--- src/hdl/rmq_pkg.sv ---
// Shared constants, widths and payload types for the rotation matrix to quaternion core.
// No dependencies; every other file of the block imports this package.
package rmq_pkg;

	localparam int FRAC_BITS = 14;
	localparam int DATA_W    = 16;
	// Largest positive radicand is one plus three full-scale diagonal magnitudes.
	localparam int RAD_W     = $clog2((1 << FRAC_BITS) + 98304);
	localparam int RS_W      = RAD_W + 2;
	localparam int SQ_W      = (RAD_W + FRAC_BITS + 3) / 2;
	localparam int ROOT_IN_W = 2 * SQ_W;
	localparam int NUM_W     = DATA_W + 1;
	localparam int DVD_W     = NUM_W + FRAC_BITS;
	localparam int LANES     = 3;

	typedef enum logic [1:0] {
		CASE_TRACE = 2'd0,
		CASE_X     = 2'd1,
		CASE_Y     = 2'd2,
		CASE_Z     = 2'd3
	} pcase_t;

	typedef logic signed [NUM_W-1:0] num_t;
	typedef logic [NUM_W-1:0] mag_t;
	typedef logic [DVD_W-1:0] quo_t;

	typedef struct packed {
		pcase_t pcase;
		logic   degen;
		num_t   na;
		num_t   nb;
		num_t   nc;
	} sq_pay_t;

	typedef struct packed {
		pcase_t              pcase;
		logic                degen;
		logic [DATA_W-1:0]   piv;
		logic [LANES-1:0]    neg;
	} dv_pay_t;

endpackage

--- src/hdl/rmq_sqrt.sv ---
// Pipelined integer square root, one result bit per stage, payload carried alongside.
// Depends on rmq_pkg.
module rmq_sqrt import rmq_pkg::*; (
	input  logic             clk,
	input  logic             arst_n,
	input  logic             en,
	input  logic             valid_in,
	input  logic [RAD_W-1:0] rad,
	input  sq_pay_t          pay_in,
	output logic             valid_out,
	output logic [SQ_W-1:0]  root_out,
	output sq_pay_t          pay_out
);

	logic [SQ_W+1:0]      rem_s  [SQ_W];
	logic [SQ_W-1:0]      root_s [SQ_W];
	logic [ROOT_IN_W-1:0] v_s    [SQ_W];
	logic                 vld_s  [SQ_W];
	sq_pay_t              pay_s  [SQ_W];

	logic [SQ_W+1:0]      cur_rem  [SQ_W];
	logic [SQ_W-1:0]      cur_root [SQ_W];
	logic [ROOT_IN_W-1:0] cur_v    [SQ_W];
	logic                 cur_vld  [SQ_W];
	sq_pay_t              cur_pay  [SQ_W];

	for (genvar k = 0; k < SQ_W; k++) begin : g_stage
		logic [SQ_W+1:0] rem_sh, trial;
		logic            take;

		if (k == 0) begin : g_src_in
			assign cur_rem[k]  = '0;
			assign cur_root[k] = '0;
			assign cur_v[k]    = ROOT_IN_W'({rad, {(FRAC_BITS+2){1'b0}}});
			assign cur_vld[k]  = valid_in;
			assign cur_pay[k]  = pay_in;
		end else begin : g_src_reg
			assign cur_rem[k]  = rem_s[k-1];
			assign cur_root[k] = root_s[k-1];
			assign cur_v[k]    = v_s[k-1];
			assign cur_vld[k]  = vld_s[k-1];
			assign cur_pay[k]  = pay_s[k-1];
		end

		// The remainder never exceeds twice the partial root, so its low bits suffice.
		assign rem_sh = {cur_rem[k][SQ_W-1:0], cur_v[k][ROOT_IN_W-1 -: 2]};
		assign trial  = {cur_root[k], 2'b01};
		assign take   = rem_sh >= trial;

		always_ff @(posedge clk or negedge arst_n) begin
			if (!arst_n) begin
				vld_s[k] <= 1'b0;
			end else if (en) begin
				vld_s[k] <= cur_vld[k];
			end
		end

		always_ff @(posedge clk) begin
			if (en) begin
				rem_s[k]  <= take ? rem_sh - trial : rem_sh;
				root_s[k] <= {cur_root[k][SQ_W-2:0], take};
				v_s[k]    <= {cur_v[k][ROOT_IN_W-3:0], 2'b00};
				pay_s[k]  <= cur_pay[k];
			end
		end
	end

	assign valid_out = vld_s[SQ_W-1];
	assign root_out  = root_s[SQ_W-1];
	assign pay_out   = pay_s[SQ_W-1];

endmodule

--- config.mk ---
export PLATFORM = sky130hd
export DESIGN_NAME = rmq_sqrt
export DESIGN_NICKNAME = d
export VERILOG_FILES = /design/src/hdl/rmq_pkg.sv /design/src/hdl/rmq_sqrt.sv
export SDC_FILE = /design/constraint.sdc
export NUM_CORES = 1
export LEC_CHECK = 0
export ABC_AREA = 1
export BUFFER_PORTS_ARGS = -buffer_cell sky130_fd_sc_hd__buf_2
export CORE_ASPECT_RATIO = 1.2
export CORE_MARGIN = 5
export CORE_UTILIZATION = 55
export CTS_BUF_LIST = sky130_fd_sc_hd__clkbuf_2
export CTS_CLUSTER_SIZE = 20
export DETAILED_ROUTE_END_ITERATION = 10
export GPL_TIMING_DRIVEN = 0
export HOLD_SLACK_MARGIN = 0.03
export PLACE_DENSITY = 0.8
export SYNTH_ARGS = -nofsm -noshare
export SYNTH_HDL_FRONTEND = slang
export SYNTH_SLANG_ARGS = --single-unit
--- constraint.sdc ---
create_clock -name clk -period 4.5 [get_ports clk]
set_clock_uncertainty 0.15 [all_clocks]
set_input_delay 0.45 -clock clk [delete_from_list [all_inputs] [get_ports clk]]
set_output_delay 0.45 -clock clk [all_outputs]
set_load 0.02 [all_outputs]
; ---- Word-level counts from Yosys, hierarchy flattened
; Memory sizes are Yosys's and may differ from the RTL's.
; Index checks and enable logic that the tools add are counted.
; W data, S select, Z words.
[totals]
regBits = 17
memories = 4
out_inout_bits = 72
mem_bits_rw = 2074
[op_classes]
add_sub_neg = 17
n_lt_le_gt_ge = 17
n_mux = 19
[mem_list]
columns = memory, depth, word_bits, read_ports, rd_ports_with_merged_regs, wr, line
row1 = pay_s, 17, 54, 17, 0, 17, rmq_sqrt.sv:19  ; sq_pay_t pay_s [SQ_W];
row2 = v_s, 17, 32, 16, 0, 17, rmq_sqrt.sv:17  ; logic [ROOT_IN_W-1:0] v_s [SQ_W];
row3 = rem_s, 17, 19, 16, 0, 17, rmq_sqrt.sv:15  ; logic [SQ_W+1:0] rem_s [SQ_W];
row4 = root_s, 17, 17, 17, 0, 17, rmq_sqrt.sv:16  ; logic [SQ_W-1:0] root_s [SQ_W];
[ops]
columns = op, n
row1 = $mux W19, 17
row2 = $ge A19 B19 Y1, 16
row3 = $sub A19 B19 Y19, 16
row4 = $mux W1, 2
row5 = $sub A1 B1 Y2 const B, 1
row6 = $ge A1 B1 Y1 const B, 1

; ---- Logic depth before layout (Yosys ltp)
; An unclocked memory read counts as a cell.
[logic_depth]
word_depth = 3
depth_mapped = 13

; ---- Least setup slack after synthesis
; No wires, ideal clock.
[synth_path]
path_kind = register to register
start = memory rem_s[0][200] (netlist bit)
end = memory rem_s[0][215] (netlist bit) (data pin)
setup_slack_ns = 2.410
t_required_ns = 4.098
path_stages_with_launch = 9
arrival_time_ns = 1.688
path_cell_list = edfxtp_1 > ha_1 > nand2_1 > nand3_2 > nor4_4 > nand2_4 > buf_6 > nand2_1 > nand2_1
[synth_rtl]
columns = item, line
row1 = start: declaration, rmq_sqrt.sv:15

==> results.cfg <==
[sta]
worst-slew-pin-transition_ns = 1.06
tns_ns = 0
relSlewSlack_pct = 29.2
finalCritPeriodShare_pct = 84.4
clock.fmax_mhz = 263
rsz0062_at_grt = no
slew_viol_final = 0
setup_violations = 0
hold_viol = 0
period_needed_ns = 3.80

[global_route]
antenna_found_initial = 2
top_usage_layer = met2
grt_pass1_vias = 32400
grt_util_met3_pct = 4.63
grt_use_met1_pct = 18.6
grt_max_degree = 189
grt_overflow = 0
grt_use_total_pct = 17.9
grt_pass1_wl_um = 154000
met2_usage_pct = 33.7

[logic_synthesis]
synth_cell_types = 39
synth_fp_nets = 4398
synth_area_leaders = edfxtp_1 75%, nand2_1 7.1%, inv_1 3.9%
syn_area_um2 = 55500
synth_edf_count = 1386
yosysTopAreaCellShare_pct = 75.0
yosys.area.top_type = edfxtp_1
synthCells = 4161
yosysWarnings = 0
synthFlopType = edfxtp_1
synth_most_common_cell = edfxtp_1
synth.avg_cell_area_um2 = 13.3
yosysSeqAreaShare_pct = 75.8
async_flop_share_pct = 1.21
synth-seq-cells = 1403
synth_commonest_cells = 1386 x edfxtp_1, 1045 x nand2_1, 579 x inv_1

[clock_network]
cts_tree = yes
cts_resized = 0
worstSkewPairLatency_ns = 1.59
cts_buffer_depth = 4
cts.sinks = 1403
root_buffer = clkbuf_2
hold_buffers = 222
cts_buffers = 338
path_clk_slew_ns = 0.10
post_cts_buffers = 0
htreeDepth = 5

[floorplanning]
dieArea_um2 = 107000
rows = 127
die_h_um = 358
die_x_um = 300
io_pins = 147
core_area_um2 = 100000
initial_core_util_pct = 55.4

[place]
dpl.hpwl_um = 60300
port_buffers = 146
gp_congestion = 0.890

[routing]
wl_per_cell_um = 14.8
viasPerCell = 4.94
routed_wl_um = 94600
via_count = 31500
firstDrtPassIters = 5
drtIter0Drc = 1637
drc_errors = 0
drt.antenna.violating_nets = 0

[status]
status = finished, final reports clean

[pwr]
p_sw_mw = 7.14
peakVddDrop_v = 0.000300
p_sw_share_pct = 26.5
leakagePower_nw = 26.5
share_comb_of_total_power_pct = 12.1
p_int_mw = 19.8
p_seq_share_pct = 59.4
powerDensity_nw_per_um2 = 428
p_clk_share_pct = 28.5

[setup_path]
crit_path_start_kind = input port
cp_max_fo = 188
required_ns = 5.76
path_cells = dlygate4sd3_1, dlygate4sd3_1, buf_12, buf_16, buf_16, buf_16, clkbuf_1, clkbuf_1, nand2_1, dlygate4sd3_1, o21ai_0
crit_slowest_cell = buf_16
critical_path_class = in -> reg
end_kind = register
worstPathArrival_ns = 5.06
max_stage_delay_ns = 0.61

[cells_and_area]
synthToLayoutAreaGrowth_pct = 13.7
finish.utilization_pct = 63.0
regArea_um2 = 42000
nNetsFinal = 5114
filler_cell_count = 7620
multi_input_area_um2 = 11000
final_layout_size_suffix_gt1_share_pct = 14.3

[hold_path]
worstHoldPathType = reg -> reg

[run]
cap_violations = 0
## critical path, delay by kind of cell
kind,cells,cell delay [ns]
AOI/OAI and AO/OA,1,0.07
buffers and inverters,9,4.02
and+or+nand+nor,1,0.10
## final timing paths
kind	startpoint	end	slack, ns	depth (start not counted)
hold / removal	pay_s[1][154]	pay_s[1][208]	0.17	0
hold reg to reg	pay_s[1][154]	pay_s[1][208]	0.17	0
setup / recovery	en	cur_vld[15]	0.70	11
min in group asynchronous	arst_n	cur_vld[12]	0.52	4
max in group asynchronous	arst_n	cur_vld[2]	3.18	4
setup reg to reg	rem_s[0][277]	rem_s[0][291]	1.81	10
## sequential cells by signal, summed over array words and instances (netlist names)
register and count:
valid_out 1, cur_vld 16, root_s 153, pay_s 918, v_s 72, rem_s 243
## layout by cell type (no fill, tap or decap), types with 14 or more instances in the layout
cell type / netlist / routed
inv_1: 579 / 579
o21ai_0: 62 / 62
dlygate4sd3_1: 0 / 221
dfrtp_1: 17 / 17
buf_2: 9 / 154
xnor2_1: 20 / 20
clkbuf_2: 0 / 474
edfxtp_1: 1386 / 1386
nor2_2: 14 / 14
a21oi_1: 127 / 127
nand3_1: 265 / 265
clkinv_1: 0 / 48
nand2_1: 1045 / 1045
nor2_1: 221 / 221
nor3_1: 34 / 34
xor2_1: 69 / 69
nand4_1: 47 / 47
ha_1: 155 / 155
## power groups by stage
stage,clock network [mW],logic [mW],registers (mW)
2_1_floorplan,0,2.13,16.2
3_3_place_gp,0,3.02,16.8
3_5_place_dp,0,3.11,16.3
4_1_cts,8.03,3.27,16.0
5_1_grt,8.83,3.73,16.1
6_report,7.68,3.27,16.0
## layout make-up
| type | count | share of cell area [%] |
|---|---|---|
| well taps | 1290 | 2.56 |
| plain buffers | 31 | 0.345 |
| clock inverters | 69 | 0.650 |
| repair buffers | 376 | 5.08 |
| multi-input cells | 2146 | 17.5 |
| inverters | 581 | 3.46 |
| clock buffers | 474 | 3.76 |
| diodes | 4 | 0.0159 |
| flip-flops and latches | 1403 | 66.6 |
## routing by layer
metal	wire length [um]	part of all wire, %	vias to the layer above
li1	-	-	15900
met1	35000	37	14600
met2	51700	55	718
met3	4380	4.6	252
met4	3540	3.7	0
met5	0	0	-
## cell families (layout without fill, tap and decap cells)
family	Yosys count	in the layout	share of synthesized area, %
AO/OA/AOI/OAI	206	206	1.91
XOR/XNOR	89	89	1.40
adder cells (fa/ha/maj)	162	162	3.75
buffers and inverters	612	1531	4.32
flip-flops	1403	1403	75.8
multiplexers	1	1	0.0203
other	1	5	0.00676
AND/OR/NAND/NOR	1687	1687	12.8
## through the flow
stage	std cells	power, mW	hold WS, ns	instance area, um2	setup WS [ns]
6_report	6374	27.0	0.172	63100	0.703
3_3_place_gp	5597	19.8	0.226	57800	-18.10
4_1_cts	6370	27.3	0.156	63100	1.04
3_5_place_dp	5605	19.5	0.242	58100	0.303
2_1_floorplan	4161	18.3	0.00441	55500	2.41
5_1_grt	6374	28.7	0.167	63100	0.532
Note: power is estimated with default switching activity, not from simulation.
