[config.mk]
export PLATFORM = sky130hd
export DESIGN_NAME = rmq_front
export DESIGN_NICKNAME = d
export VERILOG_FILES = /design/src/hdl/rmq_pkg.sv /design/src/hdl/rmq_front.sv
export SDC_FILE = /design/constraint.sdc
export NUM_CORES = 1
export LEC_CHECK = 0
export BUFFER_PORTS_ARGS = -buffer_cell sky130_fd_sc_hd__buf_2
export CAP_MARGIN = 20
export CORE_ASPECT_RATIO = 0.8
export CORE_MARGIN = 2
export CORE_UTILIZATION = 35
export DETAILED_ROUTE_END_ITERATION = 10
export PLACE_DENSITY = 0.56
export SLEW_MARGIN = 20
export SYNTH_ARGS = -nofsm -noshare
export SYNTH_HDL_FRONTEND = slang
export SYNTH_SLANG_ARGS = --single-unit
[constraint.sdc]
create_clock -name clk -period 0.8 [get_ports clk]
set_input_delay 0.04 -clock clk [delete_from_list [all_inputs] [get_ports clk]]
set_output_delay 0.04 -clock clk [all_outputs]
set_load 0.02 [all_outputs]
[src/hdl/rmq_pkg.sv]
// Shared constants, widths and payload types for the rotation matrix to quaternion core.
// No dependencies; every other file of the block imports this package.
package rmq_pkg;

	localparam int FRAC_BITS = 14;
	localparam int DATA_W    = 16;
	// Largest positive radicand is one plus three full-scale diagonal magnitudes.
	localparam int RAD_W     = $clog2((1 << FRAC_BITS) + 98304);
	localparam int RS_W      = RAD_W + 2;
	localparam int SQ_W      = (RAD_W + FRAC_BITS + 3) / 2;
	localparam int ROOT_IN_W = 2 * SQ_W;
	localparam int NUM_W     = DATA_W + 1;
	localparam int DVD_W     = NUM_W + FRAC_BITS;
	localparam int LANES     = 3;

	typedef enum logic [1:0] {
		CASE_TRACE = 2'd0,
		CASE_X     = 2'd1,
		CASE_Y     = 2'd2,
		CASE_Z     = 2'd3
	} pcase_t;

	typedef logic signed [NUM_W-1:0] num_t;
	typedef logic [NUM_W-1:0] mag_t;
	typedef logic [DVD_W-1:0] quo_t;

	typedef struct packed {
		pcase_t pcase;
		logic   degen;
		num_t   na;
		num_t   nb;
		num_t   nc;
	} sq_pay_t;

	typedef struct packed {
		pcase_t              pcase;
		logic                degen;
		logic [DATA_W-1:0]   piv;
		logic [LANES-1:0]    neg;
	} dv_pay_t;

endpackage

[src/hdl/rmq_front.sv]
// Front stage: trace test, pivot choice, radicand and the three numerators.
// Depends on rmq_pkg.
module rmq_front import rmq_pkg::*; (
	input  logic                     clk,
	input  logic                     arst_n,
	input  logic                     en,
	input  logic                     in_valid,
	input  logic signed [DATA_W-1:0] m00,
	input  logic signed [DATA_W-1:0] m01,
	input  logic signed [DATA_W-1:0] m02,
	input  logic signed [DATA_W-1:0] m10,
	input  logic signed [DATA_W-1:0] m11,
	input  logic signed [DATA_W-1:0] m12,
	input  logic signed [DATA_W-1:0] m20,
	input  logic signed [DATA_W-1:0] m21,
	input  logic signed [DATA_W-1:0] m22,
	output logic                     valid_s1,
	output logic [RAD_W-1:0]         rad_s1,
	output sq_pay_t                  pay_s1
);

	localparam logic signed [RS_W-1:0] ONE =
		{{(RS_W-FRAC_BITS-1){1'b0}}, 1'b1, {FRAC_BITS{1'b0}}};

	logic signed [RS_W-1:0] e00, e11, e22, trace, rad;
	num_t    d21_12, d02_20, d10_01, s01_10, s02_20, s12_21;
	pcase_t  pcase;
	logic    degen;
	sq_pay_t pay;
	logic [RAD_W-1:0] rad_u;

	assign e00 = RS_W'(m00);
	assign e11 = RS_W'(m11);
	assign e22 = RS_W'(m22);

	assign d21_12 = NUM_W'(m21) - NUM_W'(m12);
	assign d02_20 = NUM_W'(m02) - NUM_W'(m20);
	assign d10_01 = NUM_W'(m10) - NUM_W'(m01);
	assign s01_10 = NUM_W'(m01) + NUM_W'(m10);
	assign s02_20 = NUM_W'(m02) + NUM_W'(m20);
	assign s12_21 = NUM_W'(m12) + NUM_W'(m21);

	always_comb begin
		trace = e00 + e11 + e22;
		priority if (trace > 0) begin
			pcase = CASE_TRACE;
			rad   = ONE + trace;
		end else if (m00 > m11 && m00 > m22) begin
			pcase = CASE_X;
			rad   = ONE + e00 - e11 - e22;
		end else if (m11 > m22) begin
			pcase = CASE_Y;
			rad   = ONE + e11 - e00 - e22;
		end else begin
			pcase = CASE_Z;
			rad   = ONE + e22 - e00 - e11;
		end
		degen = rad[RS_W-1] || (rad == '0);
		// A degenerate item still runs through the datapath with a harmless radicand.
		rad_u = degen ? RAD_W'(1) : rad[RAD_W-1:0];
		pay.pcase = pcase;
		pay.degen = degen;
		unique case (pcase)
			CASE_TRACE: begin
				pay.na = d21_12;
				pay.nb = d02_20;
				pay.nc = d10_01;
			end
			CASE_X: begin
				pay.na = s01_10;
				pay.nb = s02_20;
				pay.nc = d21_12;
			end
			CASE_Y: begin
				pay.na = s01_10;
				pay.nb = s12_21;
				pay.nc = d02_20;
			end
			default: begin
				pay.na = s02_20;
				pay.nb = s12_21;
				pay.nc = d10_01;
			end
		endcase
	end

	always_ff @(posedge clk or negedge arst_n) begin
		if (!arst_n) begin
			valid_s1 <= 1'b0;
		end else if (en) begin
			valid_s1 <= in_valid;
		end
	end

	always_ff @(posedge clk) begin
		if (en) begin
			rad_s1 <= rad_u;
			pay_s1 <= pay;
		end
	end

endmodule

=== Yosys cells after proc, flatten, opt, wreduce, memory -nomap -nowiden ===
Index checks and enable logic that the tools add are counted.

* Register bits: 72
* Latch bits: 0
* Bits in writable memories: 0
* ROM bits: 0
* Input bits: 148
* Memories kept: 0

* Add/subtract/negate cells: 18
* $mul: 0
* Divide/modulo/power cells: 0
* Magnitude comparators: 4
* Equality and inequality tests: 2
* Shift-type cells: 0
* Mux-type cells: 7
* Bitwise operators: 0
* Reductions and logical operators: 4

{| class="wikitable"
|+ Operator list
! operator !! count
|-
| 51-bit one-hot mux with 3 select lines || 1
|-
| 16-bit by 16-bit adder with 17-bit output || 4
|-
| 19-bit 2-to-1 mux || 3
|-
| 18-bit by 16-bit subtractor with 19-bit output || 3
|-
| 17-bit by 16-bit subtractor with 18-bit output || 3
|-
| 16-bit by 16-bit adder with 17-bit output (first input constant) || 3
|-
| 16-bit by 16-bit subtractor with 17-bit output || 3
|-
| 16-bit greater-than comparator || 3
|-
| 16-bit by 18-bit adder with 19-bit output (first input constant) || 1
|-
| 19-bit zero test || 1
|-
| 17-bit by 16-bit adder with 18-bit output || 1
|-
| 18-bit by 1-bit greater-than comparator with 1-bit output (second input constant) || 1
|-
| 2-bit 2-to-1 mux || 2
|-
| 2-bit by 1-bit == test with 1-bit output (second input constant) || 1
|-
| 2-bit == test (second input constant) || 1
|-
| 2-bit zero test || 1
|-
| 1-bit logical AND || 1
|-
| 1-bit logical OR || 1
|-
| 1-bit 2-to-1 mux || 1
|}

=== Logic depth before layout (Yosys ltp) ===
* Word-level depth: 8
* Mapped depth: 23
* Mapped depth without buffers: 21

=== Worst setup path before layout ===
Ideal clock, no wire load.

* Kind: input -> register
* Start: input m00[2]
* End: register pay_s1[25] in the netlist's numbering (data pin)
* Data arrival time: 3.778 ns
* Required time: 0.540 ns
* Setup slack: -3.238 ns
* Stages on the path: 15
* Cells stage by stage: fa_1 -> ha_1 -> a211oi_2 -> o21ai_1 -> o221ai_1 -> a21oi_1 -> a21o_1 -> a21oi_1 -> xor2_1 -> ha_1 -> o2111ai_1 -> a2111o_1 -> o21ai_2 -> buf_2 -> mux2_2

{| class="wikitable"
|+ RTL lines
! item !! RTL line !! text
|-
| from (decl) || rmq_front.sv:8 || <nowiki>input logic signed [DATA_W-1:0] m00,</nowiki>
|-
| to (signal assigned) || rmq_front.sv:98 || <nowiki>pay_s1 <= pay;</nowiki>
|-
| to (decl) || rmq_front.sv:19 || <nowiki>output sq_pay_t pay_s1</nowiki>
|}

=== Worst setup path in the final report ===
* Start: input m00[1]
* End: register rad_s1[0] (data pin)

* Longest elaborated chain between the ends: 7
* Elaborated cells on any way between the ends: 19
* Those cells by class: add/sub (10); order compare (3); mux (3); reduce/logical (3)

{| class="wikitable"
|+ Ends and longest elaborated chain
! item !! RTL line !! text
|-
| 16-bit by 16-bit adder with 17-bit output, or another cell as far along || rmq_front.sv:50 || <nowiki>rad = ONE + e00 - e11 - e22;</nowiki>
|-
| 17-bit by 16-bit subtractor with 18-bit output, or another cell as far along || rmq_front.sv:50 ||
|-
| 18-bit by 16-bit subtractor with 19-bit output / 19-bit 2-to-1 mux (equally long branches) || rmq_front.sv:50, rmq_front.sv:51 ||
|-
| 19-bit 2-to-1 mux || rmq_front.sv:48 || <nowiki>end else if (m00 > m11 && m00 > m22) begin</nowiki>
|-
| 19-bit 2-to-1 mux (*) || rmq_front.sv:45 || <nowiki>priority if (trace > 0) begin</nowiki>
|-
| 19-bit zero test || rmq_front.sv:58 || <nowiki>degen = rad[RS_W-1] || (rad == '0);</nowiki>
|-
| 1-bit logical OR || rmq_front.sv:58 ||
|-
| to (signal assigned) || rmq_front.sv:97 || <nowiki>rad_s1 <= rad_u;</nowiki>
|-
| to (decl) || rmq_front.sv:18 || <nowiki>output logic [RAD_W-1:0] rad_s1,</nowiki>
|}

Every way passes the cells marked *; elsewhere a longest branch is shown, timed or not.
A chain may end at the register's enable or synchronous reset.

==> results by group <==
Run status
  – Result of the run: finished with violations
  – Violated checks: setup timing

Synth
  – Simple logic cell fraction of the synthesized area: 14.4%
  – Post-Synth XOR/XNOR Area: 7.24%
  – Synthesized area divided by synthesized cell count: 8.47 sq um
  – Number of enable flip-flop cells after synthesis: 71
  – Compound-cell area share of the yosys netlist: 19.7%
  – Total of flip-flops plus latches after synthesis: 72
  – Share of synthesized area occupied by flip-flops and latches: 14.4%
  – Nets in the synthesized netlist: 2289
  – Post-synthesis cell area: 0.0150 sq mm
  – Post-synthesis cell type count: 91
  – Largest family of logic cells by synthesized area: adder cells
  – Number of instances in the synthesized netlist: 1771
  – Dominant register cell in the synthesized netlist: sky130_fd_sc_hd__edfxtp_1
  – Share of synthesized area spent on multiplexers: 2.54%
  – Synth warn: 0
  – Async SR Flop Fraction: 1.39%
  – Area share of fa/ha/maj cells after synthesis: 34.6%

Hold path
  – Worst Hold Class: in2reg

Global routing
  – Initial antenna violation count: 0
  – Remaining global-route overflow: 0
  – Global-route wire length before repair: 87100 microns
  – Vias in the first global route: 16.2k
  – Maximum number of pins on one net before global-route repair: 29
  – Overall fraction of global-route tracks in use: 24.8%

Detailed routing
  – Number of iterations in the first detailed-routing pass: 5
  – Wirelength, routed: 55900 microns
  – Number of vias after detailed routing: 16.1k
  – Post-DRT Antenna Nets: 0
  – Number of DRC markers after the initial detailed-route iteration: 1193
  – Remaining DRCs: 0
  – Detail-routed net length per standard cell: 17.4 microns
  – Post-DR vias/cell: 5.01

Power and ir drop
  – Peak ir drop on the vdd network: 1.21 mV
  – Pleak: 11.8 nW
  – Clock power frac: 10.0%
  – Total internal power: 25.6 mW
  – Part of the total power dissipated in combinational logic: 75.5%
  – Power density over the cells: 1920 mW/mm^2
  – Switch Pwr: 19.6 mW
  – Sequential power share: 14.5%
  – Net switching share of the total power: 43.3%
  – Final Total Pwr: 45.1 mW

STA
  – Unrepaired setup endpoints after global routing: yes
  – Final setup skew: 0 ns
  – Pin slew with the least headroom to its limit: 0.687 ns
  – Post-layout worst setup margin: -3.03 ns
  – Achievable clock frequency: 261 MHz
  – Final count of negative-setup-slack endpoints: 143
  – Max-slew headroom: 54.2%
  – Shortest clock period the worst path allows after layout: 3.83 ns
  – Tcrit/Tclk final: 479%
  – Number of max-slew violations in the final report: 0
  – Final Hold Viols: 0
  – Post-route setup TNS: -216.97 ns

Worst setup path
  – Required time worst endpoint: 0.91 ns
  – Critical path data arrival time: 3.94 ns
  – Critical Setup Path Class: in2reg
  – Crit start category: input port
  – Type of element capturing the critical path: register
  – Maximum fanout along the worst path: 8
  – Minimum setup slack among reg-to-reg paths: 0.03 ns

Floorplanning
  – Boundary Pins: 220
  – Horizontal extent of the die: 236 microns
  – Total die area: 0.0446 sq mm
  – Die height: 189 microns
  – Core area: 0.0421 sq mm
  – Initial Util: 35.7%
  – Std cell rows: 67

Finish
  – Share of post-route cells with drive strength above 1: 40.7%
  – Number of nets in the layout: 3169
  – Design area: 0.0235 sq mm
  – Antenna Cells: 0
  – Area added between synthesis and finish: 56.7%
  – Filler Cell Count: 3882

Place
  – Placed standard-cell area: 0.0216 sq mm
  – Port Buffer Count: 219
  – Final Wtd Congestion: 0.941
  – DP Wirelength: 47500 microns

Clocking
  – Number of sinks handled by clock tree synthesis: 72
  – Maximum clock insertion buffer count: 2
  – Register clock-pin slew on the reported worst setup and hold paths: 0.06 ns
  – TritonCTS clock tree: built
  – Clock insertion delay at the later pin of the skew report: 0.35 ns
  – H-tree levels: 3
  – Number of clock buffers inserted by TritonCTS: 9
  – Clock tree root buffer cell: sky130_fd_sc_hd__clkbuf_16

Flow run
  – Count of maximum capacitance violations: 0
==> worst max-delay path, cell delays in order <==
cell	delay, ns
sky130_fd_sc_hd__buf_8	0.08
sky130_fd_sc_hd__inv_4	0.03
sky130_fd_sc_hd__fa_1	0.55
sky130_fd_sc_hd__inv_2	0.05
sky130_fd_sc_hd__ha_4	0.17
sky130_fd_sc_hd__fa_2	0.34
sky130_fd_sc_hd__a21o_1	0.21
sky130_fd_sc_hd__nand3_2	0.10
sky130_fd_sc_hd__and4b_1	0.24
sky130_fd_sc_hd__o31ai_2	0.09
sky130_fd_sc_hd__nand2_1	0.08
sky130_fd_sc_hd__nand2_1	0.07
sky130_fd_sc_hd__xor2_1	0.20
sky130_fd_sc_hd__inv_1	0.07
sky130_fd_sc_hd__ha_2	0.19
sky130_fd_sc_hd__o2111ai_2	0.09
sky130_fd_sc_hd__a2111o_1	0.38
sky130_fd_sc_hd__buf_6	0.15
sky130_fd_sc_hd__o21ai_4	0.15
sky130_fd_sc_hd__buf_8	0.17
sky130_fd_sc_hd__a311oi_2	0.05
sky130_fd_sc_hd__a41o_1	0.23
sky130_fd_sc_hd__a31oi_2	0.15
sky130_fd_sc_hd__o21ai_1	0.08
==> final cells by class <==
| cell class | instances | area, sq um | share of cell area (%) |
|---|---|---|---|
| Clock buffer | 9 | 225 | 0.958 |
| Clock inverter | 7 | 95.1 | 0.404 |
| Inverter | 224 | 851 | 3.62 |
| Multi-Input combinational cell | 1428 | 12400 | 52.8 |
| Sequential cell | 72 | 2160 | 9.18 |
| Tap cell | 552 | 691 | 2.94 |
| Timing Repair Buffer | 916 | 7080 | 30.1 |
==> power groups by stage <==
stage | Clock, mW | Combinational, mW | Sequential (mW)
2_1_floorplan | 0 | 14.1 | 7.35
3_3_place_gp | 0 | 28.4 | 6.40
3_5_place_dp | 0 | 28.7 | 6.37
4_1_cts | 4.60 | 32.6 | 6.53
5_1_grt | 4.74 | 36.7 | 6.60
6_report | 4.52 | 34.1 | 6.53
==> kinds of logic after synthesis <==
kind of cell	Yosys count
AO/OA/AOI/OAI	452
AND/OR/NAND/NOR	445
adder cells (fa/ha/maj)	371
buffers and inverters	271
XOR/XNOR	124
flip-flops	72
multiplexers	36
==> state kept, by name, summed over array words and instances, names as in the netlist <==
signal / flops
rad_s1: 17
pay_s1: 54
valid_s1: 1
==> layer usage <==
layer  track usage [%]  vias up  part of all wire [%]
met1              34.9     7630                    47
met3              4.93       47                   7.0
met4              4.26        0                   1.4
met5                 0        -                     0
li1                  -     7928                     -
met2              39.8      480                    44
==> through the flow <==
stage	util [%]	cells	hold WS (ns)	setup WS, ns
detailed placement	51.3	3137	-0.183	-3.69
global route	55.9	3208	0.0952	-3.20
CTS	55.1	3201	0.0811	-2.99
global placement	51.3	3137	-0.184	-3.59
finish	55.9	3208	0.0972	-3.03
floorplan	-	1771	-0.256	-3.07
==> repair_timing <==
item | in CTS | in global routing
pin swaps | 38 | 19
setup buffers | 43 | 8
resized for setup | 248 | 80
cloned | 3 | 1
setup endpoints to repair | 143 | 143
hold endpoints to repair | 2 | 0
hold buffers | 3 | 0
==> synth_stat cells, drive strengths merged, types with 6 or more instances <==
cell type,count,area (sq um)
o211ai,24,180
a31oi,16,100
o21ai,105,529
fa,74,1480
xnor2,96,841
edfxtp,71,2130
mux2,14,161
xor2,28,245
o22ai,11,75.1
o31ai,14,105
a21oi,116,581
a211o,7,61.3
nor2,133,502
inv,224,841
nor4,12,81.3
nor3,37,196
buf,30,176
o41ai,8,70.1
a21o,28,210
or3,23,149
mux2i,22,220
nand3,30,150
nor2b,22,138
and3,13,81.3
clkbuf,17,63.8
o21bai,18,135
a221o,6,60.1
a221oi,7,61.3
and2,6,37.5
o21a,21,158
a211oi,18,145
nand2,117,447
o31a,6,52.6
nand2b,24,150
ha,296,3700
==> final timing paths <==
path / startpoint / endpoint / cells past startpoint
setup / recovery: m00[1] / rad_s1[0]$_SDFFCE_PP1P_ / 24
hold / removal: en / pay_s1[12]$_DFFE_PP_ / 1
setup reg to reg: valid_s1$_DFFE_PN0P_ / valid_s1$_DFFE_PN0P_ / 1
hold reg to reg: valid_s1$_DFFE_PN0P_ / valid_s1$_DFFE_PN0P_ / 1
max in group asynchronous: arst_n / valid_s1$_DFFE_PN0P_ / 3
min in group asynchronous: arst_n / valid_s1$_DFFE_PN0P_ / 3
==> cells in the final DEF (no fill, tap or decap), types with 21 or more instances in the layout <==
cell	synthesis	routed
sky130_fd_sc_hd__o211ai_1	24	24
sky130_fd_sc_hd__buf_2	21	148
sky130_fd_sc_hd__o21ai_0	81	66
sky130_fd_sc_hd__buf_6	4	90
sky130_fd_sc_hd__xnor2_1	96	96
sky130_fd_sc_hd__edfxtp_1	71	71
sky130_fd_sc_hd__nand2_1	116	102
sky130_fd_sc_hd__inv_1	223	209
sky130_fd_sc_hd__nand2b_1	24	24
sky130_fd_sc_hd__nand3_1	30	28
sky130_fd_sc_hd__nor3_1	36	33
sky130_fd_sc_hd__fa_1	74	68
sky130_fd_sc_hd__o21a_1	21	21
sky130_fd_sc_hd__nor2b_1	22	21
sky130_fd_sc_hd__nor2_1	132	122
sky130_fd_sc_hd__or3_1	22	21
sky130_fd_sc_hd__buf_4	2	654
sky130_fd_sc_hd__o21ai_2	1	21
sky130_fd_sc_hd__a21oi_1	116	106
sky130_fd_sc_hd__xor2_1	28	28
sky130_fd_sc_hd__a21o_1	28	28
sky130_fd_sc_hd__ha_1	296	287
No activity file was read; power rests on OpenSTA's default activity.
